<file path="config.mk">
export PLATFORM = sky130hd
export DESIGN_NAME = elevator_car_controller
export DESIGN_NICKNAME = d
export VERILOG_FILES = /design/src/rtl/ecc_pkg.sv /design/src/rtl/ecc_front.sv /design/src/rtl/ecc_queue.sv /design/src/rtl/ecc_back.sv /design/src/rtl/elevator_car_controller.sv
export VERILOG_INCLUDE_DIRS = /design/src /design/src/rtl
export SDC_FILE = /design/constraint.sdc
export NUM_CORES = 1
export LEC_CHECK = 0
export BUFFER_PORTS_ARGS = -buffer_cell sky130_fd_sc_hd__buf_2
export CORE_AREA = 10 10 129 131
export CTS_BUF_LIST = sky130_fd_sc_hd__clkbuf_16
export DETAILED_ROUTE_END_ITERATION = 8
export DIE_AREA = 0 0 139 141
export MAX_ROUTING_LAYER = met4
export PLACE_DENSITY = 0.74
export SLEW_MARGIN = 20
export SYNTH_ARGS = -nofsm -noshare
export SYNTH_HDL_FRONTEND = slang
export SYNTH_SLANG_ARGS = --single-unit
</file>
<file path="constraint.sdc">
create_clock -name i_clk -period 11.5 [get_ports i_clk]
set_input_delay 1.15 -clock i_clk [delete_from_list [all_inputs] [get_ports i_clk]]
set_output_delay 1.15 -clock i_clk [all_outputs]
set_load 0.05 [all_outputs]
</file>
<file path="src/rtl/assert_macros.svh">
// ----------------------------------------------------------------------------
// assert_macros.svh
// Concurrent assertion shorthands, clocked, reset-gated.
// ----------------------------------------------------------------------------
`ifndef ASSERT_MACROS_SVH
`define ASSERT_MACROS_SVH

// same-cycle implication
`define ASSERT_IMPL(lbl, clk, rst_n, ante, cons) \
    lbl: assert property (@(posedge clk) disable iff (!(rst_n)) (ante) |-> (cons)) \
        else $error("implication check failed");

// next-cycle implication
`define ASSERT_NEXT(lbl, clk, rst_n, ante, cons) \
    lbl: assert property (@(posedge clk) disable iff (!(rst_n)) (ante) |=> (cons)) \
        else $error("next-cycle check failed");

`endif

</file>
<file path="src/rtl/ecc_pkg.sv">
// ----------------------------------------------------------------------------
// ecc_pkg
// Shared types and codes for the elevator car controller.
// ----------------------------------------------------------------------------
package ecc_pkg;

    localparam logic [1:0] OP_ARRIVAL = 2'd0;
    localparam logic [1:0] OP_HALL    = 2'd1;
    localparam logic [1:0] OP_CABIN   = 2'd2;
    localparam logic [1:0] OP_IDLE    = 2'd3;

    localparam logic [2:0] CMD_STOP     = 3'd0;
    localparam logic [2:0] CMD_OPEN     = 3'd1;
    localparam logic [2:0] CMD_CLOSE    = 3'd2;
    localparam logic [2:0] CMD_UP       = 3'd3;
    localparam logic [2:0] CMD_DOWN     = 3'd4;
    localparam logic [2:0] CMD_LAMP_ON  = 3'd5;
    localparam logic [2:0] CMD_LAMP_OFF = 3'd6;

    localparam logic [1:0] DIR_IDLE = 2'd0;
    localparam logic [1:0] DIR_UP   = 2'd1;
    localparam logic [1:0] DIR_DOWN = 2'd2;

    localparam int MAX_CMDS = 5;

    typedef struct packed {
        logic [1:0] operation;
        logic [3:0] floor;
    } t_in_item;

    typedef struct packed {
        logic [2:0] command;
        logic [3:0] lamp_floor;
        logic       last;
    } t_out_item;

    // commands caused by one event
    typedef struct packed {
        logic [MAX_CMDS-1:0][2:0] cmds;
        logic [3:0]               floor;
        logic [2:0]               count;
    } t_cmd_list;

    typedef struct packed {
        logic full;
        logic empty;
    } t_q_status;

endpackage

</file>
<file path="src/rtl/ecc_front.sv">
// ----------------------------------------------------------------------------
// ecc_front
// Takes events, keeps floor/direction/stop state, builds the command list.
// ----------------------------------------------------------------------------
module ecc_front import ecc_pkg::*; #(
    parameter int FLOORS = 16
) (
    input  logic      i_clk,
    input  logic      i_rst_n,
    input  logic      i_valid,
    input  t_in_item  i_item,
    output logic      o_stall,
    input  t_q_status i_q_status,
    output logic      o_push,
    output t_cmd_list o_entry
);

    localparam int         MASK_W = (FLOORS > 16) ? 16 : FLOORS;
    localparam logic [3:0] TOP_F  = 4'(MASK_W - 1);

    logic [3:0]        r_cur_floor, n_cur_floor;
    logic [1:0]        r_dir, n_dir;
    logic [MASK_W-1:0] r_mask, n_mask;

    logic [3:0]        fl;
    logic [MASK_W-1:0] fbit;
    t_cmd_list         lst;
    logic              accept;

    function automatic t_cmd_list push_cmd(t_cmd_list l, logic [2:0] c);
        t_cmd_list r;
        r = l;
        if (r.count < 3'(MAX_CMDS)) begin
            r.cmds[r.count] = c;
            r.count         = r.count + 3'd1;
        end
        return r;
    endfunction

    function automatic logic any_above(logic [MASK_W-1:0] m, logic [3:0] c);
        logic r;
        r = 1'b0;
        for (int i = 0; i < MASK_W; i++) begin
            if (m[i] && (4'(i) > c)) r = 1'b1;
        end
        return r;
    endfunction

    function automatic logic any_below(logic [MASK_W-1:0] m, logic [3:0] c);
        logic r;
        r = 1'b0;
        for (int i = 0; i < MASK_W; i++) begin
            if (m[i] && (4'(i) < c)) r = 1'b1;
        end
        return r;
    endfunction

    assign o_stall = i_q_status.full;
    assign accept  = i_valid && !o_stall;

    always_comb begin
        n_cur_floor = r_cur_floor;
        n_dir       = r_dir;
        n_mask      = r_mask;
        lst         = '0;
        fl          = (i_item.floor > TOP_F) ? TOP_F : i_item.floor;
        fbit        = MASK_W'(1) << fl;
        lst.floor   = fl;
        unique case (i_item.operation)
            OP_ARRIVAL: begin
                n_cur_floor = fl;
                if ((n_mask & fbit) != '0) begin
                    lst    = push_cmd(lst, CMD_STOP);
                    lst    = push_cmd(lst, CMD_OPEN);
                    n_mask = n_mask & ~fbit;
                    lst    = push_cmd(lst, CMD_LAMP_OFF);
                    if (n_mask == '0) begin
                        lst   = push_cmd(lst, CMD_STOP);
                        n_dir = DIR_IDLE;
                    end else if (n_dir == DIR_UP) begin
                        lst = push_cmd(lst, CMD_CLOSE);
                        if (any_above(n_mask, n_cur_floor)) begin
                            lst = push_cmd(lst, CMD_UP);
                        end else begin
                            n_dir = DIR_DOWN;
                            lst   = push_cmd(lst, CMD_DOWN);
                        end
                    end else if (n_dir == DIR_DOWN) begin
                        lst = push_cmd(lst, CMD_CLOSE);
                        if (any_below(n_mask, n_cur_floor)) begin
                            lst = push_cmd(lst, CMD_DOWN);
                        end else begin
                            n_dir = DIR_UP;
                            lst   = push_cmd(lst, CMD_UP);
                        end
                    end
                end else if (n_dir == DIR_UP) begin
                    lst = push_cmd(lst, CMD_UP);
                end else if (n_dir == DIR_DOWN) begin
                    lst = push_cmd(lst, CMD_DOWN);
                end
            end
            OP_HALL: begin
                n_mask = n_mask | fbit;
                if (n_dir == DIR_IDLE) begin
                    if (fl == n_cur_floor) begin
                        lst = push_cmd(lst, CMD_STOP);
                        lst = push_cmd(lst, CMD_OPEN);
                    end
                    lst = push_cmd(lst, CMD_CLOSE);
                    if (fl > n_cur_floor) begin
                        lst   = push_cmd(lst, CMD_UP);
                        n_dir = DIR_UP;
                    end else begin
                        lst   = push_cmd(lst, CMD_DOWN);
                        n_dir = DIR_DOWN;
                    end
                    lst = push_cmd(lst, CMD_LAMP_ON);
                end else begin
                    lst = push_cmd(lst, CMD_LAMP_ON);
                    if (fl > n_cur_floor) begin
                        lst   = push_cmd(lst, CMD_UP);
                        n_dir = DIR_UP;
                    end else if (fl < n_cur_floor) begin
                        lst   = push_cmd(lst, CMD_DOWN);
                        n_dir = DIR_DOWN;
                    end
                end
            end
            OP_CABIN: begin
                n_mask = n_mask | fbit;
                if (n_dir == DIR_IDLE) begin
                    if (fl > n_cur_floor) begin
                        lst   = push_cmd(lst, CMD_CLOSE);
                        lst   = push_cmd(lst, CMD_LAMP_ON);
                        lst   = push_cmd(lst, CMD_UP);
                        n_dir = DIR_UP;
                    end else if (fl < n_cur_floor) begin
                        lst   = push_cmd(lst, CMD_CLOSE);
                        lst   = push_cmd(lst, CMD_LAMP_ON);
                        lst   = push_cmd(lst, CMD_DOWN);
                        n_dir = DIR_DOWN;
                    end else begin
                        lst = push_cmd(lst, CMD_STOP);
                        lst = push_cmd(lst, CMD_OPEN);
                    end
                end else if (n_dir == DIR_UP) begin
                    lst = push_cmd(lst, CMD_UP);
                    lst = push_cmd(lst, CMD_LAMP_ON);
                end else if (n_dir == DIR_DOWN) begin
                    lst = push_cmd(lst, CMD_DOWN);
                    lst = push_cmd(lst, CMD_LAMP_ON);
                end
            end
            OP_IDLE: begin
            end
        endcase

        // idle start
        if (n_dir == DIR_IDLE && n_mask != '0) begin
            if (any_above(n_mask, n_cur_floor)) begin
                lst   = push_cmd(lst, CMD_CLOSE);
                lst   = push_cmd(lst, CMD_UP);
                n_dir = DIR_UP;
            end else if (any_below(n_mask, n_cur_floor)) begin
                lst   = push_cmd(lst, CMD_CLOSE);
                lst   = push_cmd(lst, CMD_DOWN);
                n_dir = DIR_DOWN;
            end
        end
    end

    assign o_push  = accept && (lst.count != 3'd0);
    assign o_entry = lst;

    always_ff @(posedge i_clk) begin
        if (!i_rst_n) begin
            r_cur_floor <= '0;
            r_dir       <= DIR_IDLE;
            r_mask      <= '0;
        end else if (accept) begin
            r_cur_floor <= n_cur_floor;
            r_dir       <= n_dir;
            r_mask      <= n_mask;
        end
    end

endmodule

</file>
<file path="src/rtl/ecc_queue.sv">
// ----------------------------------------------------------------------------
// ecc_queue
// Short FIFO of command lists between front and back.
// ----------------------------------------------------------------------------
module ecc_queue import ecc_pkg::*; #(
    parameter int DEPTH = 4
) (
    input  logic      i_clk,
    input  logic      i_rst_n,
    input  logic      i_push,
    input  t_cmd_list i_entry,
    input  logic      i_pop,
    output t_cmd_list o_head,
    output t_q_status o_status
);

    localparam int PTR_W = (DEPTH > 1) ? $clog2(DEPTH) : 1;
    localparam int CNT_W = $clog2(DEPTH + 1);

    t_cmd_list        r_mem [DEPTH];
    logic [PTR_W-1:0] r_wr_ptr, r_rd_ptr;
    logic [CNT_W-1:0] r_count;

    function automatic logic [PTR_W-1:0] next_ptr(logic [PTR_W-1:0] p);
        return (p == PTR_W'(DEPTH - 1)) ? '0 : p + PTR_W'(1);
    endfunction

    assign o_head         = r_mem[r_rd_ptr];
    assign o_status.full  = (r_count == CNT_W'(DEPTH));
    assign o_status.empty = (r_count == '0);

    always_ff @(posedge i_clk) begin
        if (i_push) begin
            r_mem[r_wr_ptr] <= i_entry;
        end
    end

    always_ff @(posedge i_clk) begin
        if (!i_rst_n) begin
            r_wr_ptr <= '0;
            r_rd_ptr <= '0;
            r_count  <= '0;
        end else begin
            if (i_push) r_wr_ptr <= next_ptr(r_wr_ptr);
            if (i_pop)  r_rd_ptr <= next_ptr(r_rd_ptr);
            if (i_push && !i_pop) begin
                r_count <= r_count + CNT_W'(1);
            end else if (i_pop && !i_push) begin
                r_count <= r_count - CNT_W'(1);
            end
        end
    end

endmodule

</file>
<file path="src/rtl/ecc_back.sv">
// ----------------------------------------------------------------------------
// ecc_back
// Serializes queued command lists onto the registered result channel.
// ----------------------------------------------------------------------------
module ecc_back import ecc_pkg::*; (
    input  logic      i_clk,
    input  logic      i_rst_n,
    input  t_cmd_list i_head,
    input  t_q_status i_q_status,
    output logic      o_pop,
    output logic      o_valid,
    output t_out_item o_item,
    input  logic      i_stall
);

    logic [2:0] r_idx;
    logic       r_valid;
    t_out_item  r_item;

    logic       load;
    logic       take;
    logic       is_last;
    logic [2:0] cmd;

    assign load    = !r_valid || !i_stall;
    assign take    = load && !i_q_status.empty;
    assign cmd     = i_head.cmds[r_idx];
    assign is_last = (r_idx == (i_head.count - 3'd1));
    assign o_pop   = take && is_last;

    always_ff @(posedge i_clk) begin
        if (!i_rst_n) begin
            r_idx   <= '0;
            r_valid <= 1'b0;
        end else if (load) begin
            r_valid <= !i_q_status.empty;
            if (take) begin
                r_idx <= is_last ? 3'd0 : r_idx + 3'd1;
            end
        end
    end

    always_ff @(posedge i_clk) begin
        if (take) begin
            r_item.command    <= cmd;
            r_item.lamp_floor <= (cmd == CMD_LAMP_ON || cmd == CMD_LAMP_OFF) ?
                                 i_head.floor : 4'd0;
            r_item.last       <= is_last;
        end
    end

    assign o_valid = r_valid;
    assign o_item  = r_item;

endmodule

</file>
<file path="src/rtl/elevator_car_controller.sv">
// ----------------------------------------------------------------------------
// elevator_car_controller
// One elevator car, SCAN-style stop scheduling.
// ----------------------------------------------------------------------------
// Input channel (i_in_valid / i_in_data / o_in_stall) takes one event per
// transaction: floor arrival, hall call, cabin call or idle tick. Output
// channel (o_out_valid / o_out_data / i_out_stall) carries motor, door and
// lamp commands, zero to five per event, with last set on the final one.
// An event that produces no command produces no output transaction.
// Each event's command list is written into the command queue as one entry,
// then the output register presents its commands in order. Events are taken
// one per cycle while the command queue (QUEUE_DEPTH events) has room; the
// output side emits one command per cycle while i_out_stall is low, so the
// sustained rate is set by that serializer.
// Reset: the car is at floor 0, idle, with no pending stops, and queue and
// output register are empty. While i_out_stall is high the presented
// command holds; the queue keeps absorbing events until full, then
// o_in_stall rises.
// ----------------------------------------------------------------------------
`include "assert_macros.svh"

module elevator_car_controller import ecc_pkg::*; #(
    parameter int FLOORS      = 16,
    parameter int QUEUE_DEPTH = 4
) (
    input  logic      i_clk,
    input  logic      i_rst_n,
    input  logic      i_in_valid,
    input  t_in_item  i_in_data,
    output logic      o_in_stall,
    output logic      o_out_valid,
    output t_out_item o_out_data,
    input  logic      i_out_stall
);

    t_q_status q_status;
    t_cmd_list push_entry;
    t_cmd_list head;
    logic      push;
    logic      pop;

    ecc_front #(
        .FLOORS(FLOORS)
    ) u_front (
        .i_clk     (i_clk),
        .i_rst_n   (i_rst_n),
        .i_valid   (i_in_valid),
        .i_item    (i_in_data),
        .o_stall   (o_in_stall),
        .i_q_status(q_status),
        .o_push    (push),
        .o_entry   (push_entry)
    );

    ecc_queue #(
        .DEPTH(QUEUE_DEPTH)
    ) u_queue (
        .i_clk   (i_clk),
        .i_rst_n (i_rst_n),
        .i_push  (push),
        .i_entry (push_entry),
        .i_pop   (pop),
        .o_head  (head),
        .o_status(q_status)
    );

    ecc_back u_back (
        .i_clk     (i_clk),
        .i_rst_n   (i_rst_n),
        .i_head    (head),
        .i_q_status(q_status),
        .o_pop     (pop),
        .o_valid   (o_out_valid),
        .o_item    (o_out_data),
        .i_stall   (i_out_stall)
    );

    `ASSERT_IMPL(a_no_push_full, i_clk, i_rst_n, push, !q_status.full)

    `ASSERT_IMPL(a_lamp_floor_zero, i_clk, i_rst_n,
        o_out_valid && o_out_data.command != CMD_LAMP_ON && o_out_data.command != CMD_LAMP_OFF,
        o_out_data.lamp_floor == 4'd0)

    `ASSERT_NEXT(a_list_continues, i_clk, i_rst_n,
        o_out_valid && !i_out_stall && !o_out_data.last, o_out_valid)

endmodule

</file>
==> key figures <==
Min path
  – Hold crit path type: flip-flop to flip-flop
  – End of the worst hold path: u_back.o_valid
  – Worst Hold Depth: 2
  – Worst Hold Launch: u_back.o_valid

Route
  – Final WL: 22500 um
  – Residual DRC count: 0
  – Drt first-iter violations: a little under 900
  – Avg WL per Cell: between 20 and 25 um
  – Router iterations before antenna repair: 6
  – Post-DRT Antenna Nets: 0
  – Via density: 6.90
  – Via count: 6740

Critical path
  – Critical path type: primary input to flip-flop
  – Family with the most delay on the worst path: compound AO/OA/AOI/OAI gates
  – WP data required: about 12 ns
  – CP cell instances: buf_2 -> ha_1 -> a21oi_1 -> a31oi_1 -> o22ai_1 -> o21ai_0 -> o221a_2 -> ha_1 -> o2bb2ai_1 -> inv_2 -> ha_1 -> mux2i_1 -> nand4b_1 -> o21ai_2 -> a21oi_4 -> ha_1 -> inv_1 -> fa_1 -> xor2_1 -> or3_1 -> a21oi_1
  – R2R depth: 20
  – Critical path depth: 21
  – Flop2flop setup slack: between 6 and 7 ns
  – Critical register-to-register path startpoint: u_front.r_cur_floor[1]
  – Critical Path Fanout Max: 56
  – Worst path slowest cell: buf_2
  – Setup crit start kind: primary input
  – Reg2reg end: u_queue.r_count[2]
  – WP buf/inv: 3
  – CP peak stage delay: just under 0.7 ns
  – CP endpoint kind: flip-flop
  – Most frequent CP cell: ha_1
  – Worst Path Arrival: 6.66 ns

GRT
  – Total GRT Usage: about 23%
  – Largest net degree at the start of global routing: between 50 and 60
  – Total grt overflow: 0
  – First-pass GRT wire length: 35300 um
  – Number of global-route vias before repair: 6268
  – Initial antenna violation count: 0

Yosys
  – Cell taking the most area after synthesis: edfxtp_1
  – Post-synth cell types: 87
  – Top post-synthesis cells by area: edfxtp_1 36%, dfxtp_1 8.7%, mux4_2 6.2%
  – Post-synthesis sequential area ratio: 44.5%
  – Number of flops mapped to enable cells by yosys: 96
  – Ys async rst share: 0%
  – Top FF cell, synth: edfxtp_1
  – Top cell type's share of synthesized area: approximately 36%
  – Post-Syn Area: 8060 um^2
  – Syn avg cell area: slightly above 10 um^2
  – Post-Syn Instances: 785
  – Post-Syn Nets: 820
  – YS warnings: 0
  – FF+latch count, synth: 131

STA
  – Final slew viol count: 0
  – Period Utilization, post-route: 55.0%
  – Final Hold Fails: 0
  – Unrepaired setup endpoints after global routing: false
  – Fin crit period: about 6.3 ns
  – Clock skew: 0.0112 ns
  – Worst Setup Slack, final: around 5.2 ns
  – Relative slew slack: between 20% and 30%
  – Worst-case hold slack: 0.484 ns
  – Worst Max-Slew Pin Slew: 1.10 ns
  – Setup TNS: 0 ns
  – # setup viols final: 0
  – Upper clock frequency limit: approximately 0.16 GHz

Final layout
  – Layout cell share with drive strength beyond 1: a little over an eighth
  – Final std cells w/o fill: around 980
  – Number of inserted diodes: 0
  – Register area: around 3600 um^2
  – Fin util: around 62%
  – Multi-input logic area: between 4000 and 5000 um^2
  – P&R area growth vs syn: 8.98%
  – NumNets Final: approximately 800
  – Fill count: ~1100
  – Finished layout cell area: a little under 9000 um^2

Floorplan
  – Core Footprint: ~14000 um^2
  – Die Span X: 139 um
  – Starting density of the core: 56.7%
  – Io pins: 20
  – Die height: around 140 um
  – Number of cell rows: between 40 and 50
  – DIE AREA: 19600 um^2

Clock tree
  – Root Driver: clkbuf_16
  – Postcts setup bufs: 0
  – CTS Sinks: 131
  – Clk slew on worst S/H paths: about 0.06 ns
  – Max Buffers Root-to-Sink: 2
  – TritonCTS Buffers: 17
  – Post_cts resized: 0
  – CTS tree: built
  – Hold buffers post-CTS: 0
  – Clk_lat worst skew: roughly 0.42 ns
  – Htree depth: 4

Place
  – Pre-CTS setup slack: roughly 4.8 ns
  – # port buffers: 19
  – Area after DPL: ~8200 um^2
  – Total placed cells including tap cells: 945
  – Final GP Congestion: about 0.96
  – DP Wirelength: roughly 16000 um

Power and ir drop
  – Cell Pwr Density: ~220 nW/um^2
  – Maximum vdd ir drop: around 0.0001 V
  – Power Total: around 1.9 mW
  – Pleak: ~3 nW

Run status
  – Outcome: completed

Flow run
  – Maxcap violations: 0
## cell usage after synthesis (5+ instances only)
library cell	number
a211oi_1	16
nand3_1	14
o21ai_0	33
a22oi_1	5
or2_2	6
xnor2_1	6
o31ai_1	9
a21o_1	6
nor2b_1	10
nor3_1	21
ha_1	24
nand2_1	57
mux4_2	22
o22ai_1	16
and3_1	6
clkbuf_1	26
and2_1	10
a221oi_1	7
a31oi_1	12
nor4_1	5
a21oi_1	65
nand2b_1	7
nor3b_1	6
o211ai_1	5
a22o_1	7
o21a_1	7
nor2_1	62
buf_2	11
mux2i_1	18
buf_1	6
buf_4	7
dfxtp_1	35
inv_1	32
or3_1	8
edfxtp_1	96
## how the worst max path moves through the flow
stage	start	end	slack (ns)
after floorplan	i_in_data[0]	u_queue.r_count[2]	5.54
after global placement	i_in_data[3]	u_queue.r_count[2]	4.96
after detailed placement	i_in_data[0]	u_queue.r_count[2]	4.84
after CTS	i_in_data[0]	u_queue.r_count[2]	5.30
after global routing	i_in_data[0]	u_queue.r_count[2]	4.77
final	i_in_data[3]	u_queue.r_count[2]	5.17
## cell usage in the layout, fill, tap and decap left out, types with 5 or more instances in the layout
cell / instances
nor2_1: 62
nand2b_1: 7
and2_1: 8
a22oi_1: 5
buf_4: 8
and3_1: 6
inv_6: 5
o31ai_1: 9
o21a_1: 7
a21o_1: 6
o22ai_1: 16
inv_1: 32
a22o_1: 7
buf_2: 19
mux2i_1: 18
mux4_2: 22
nor4_1: 5
o211ai_1: 5
edfxtp_1: 96
dfxtp_1: 35
or2_2: 6
nor3b_1: 6
nor3_1: 21
nand2_1: 57
xnor2_1: 6
or3_1: 8
a211oi_1: 16
a21oi_1: 64
clkbuf_16: 18
a221oi_1: 7
nand3_1: 14
nor2b_1: 10
o21ai_0: 33
ha_1: 24
a31oi_1: 12
## flip-flops by register name (all words and copies together), names as in the netlist, named ones only
name and cells:
u_front.r_mask 16, u_back.r_idx 3, u_back.o_valid 1, u_back.o_item 8
u_queue.r_wr_ptr 2, u_front.r_cur_floor 4, u_queue.r_rd_ptr 2, u_queue.r_mem 88
u_front.r_dir 2, u_queue.r_count 3
## layer usage
metal  GRT usage (%)  part of all wire [%]
met3            5.44                   8.5
met2            35.6                    47
met1            28.7                    40
met4            9.94                   3.7
met5               -                     0
## where the power goes
group          switching, mW  leakage, nW  total (mW)  internal, mW
clock network          0.209        0.292       0.521         0.312
registers             0.0470         1.18       0.684         0.637
logic                  0.461         1.60       0.710         0.249
total                  0.717         3.08        1.92          1.20
## area by class of cell
cell class              count  area share (%)
multi-input cells         569            46.8
flip-flops and latches    131            40.8
clock buffers              18            5.13
well taps                 184            2.62
repair buffers             27            1.77
inverters                  34            1.45
clock inverters            14            1.37
## logic make-up after synthesis
family | synth area share, %
simple gates | 16.4
compound gates | 20.8
flops | 44.5
buf+inv | 4.55
mux | 8.71
fa+ha+maj | 3.98
xor+xnor | 1.09
## worst register-to-register path, stage by stage (launching register included)
cell,delay [ns]
dfxtp_1,0.47
inv_1,0.11
ha_1,0.31
nand4_1,0.28
a221oi_1,0.71
o31ai_1,0.19
and2_0,0.27
ha_1,0.34
o2bb2ai_1,0.27
inv_2,0.10
ha_1,0.20
mux2i_1,0.13
nand4b_1,0.13
o21ai_2,0.09
a21oi_4,0.28
ha_1,0.24
inv_1,0.07
fa_1,0.43
xor2_1,0.17
or3_1,0.30
a21oi_1,0.13
Power figures use the tool's default switching activity.
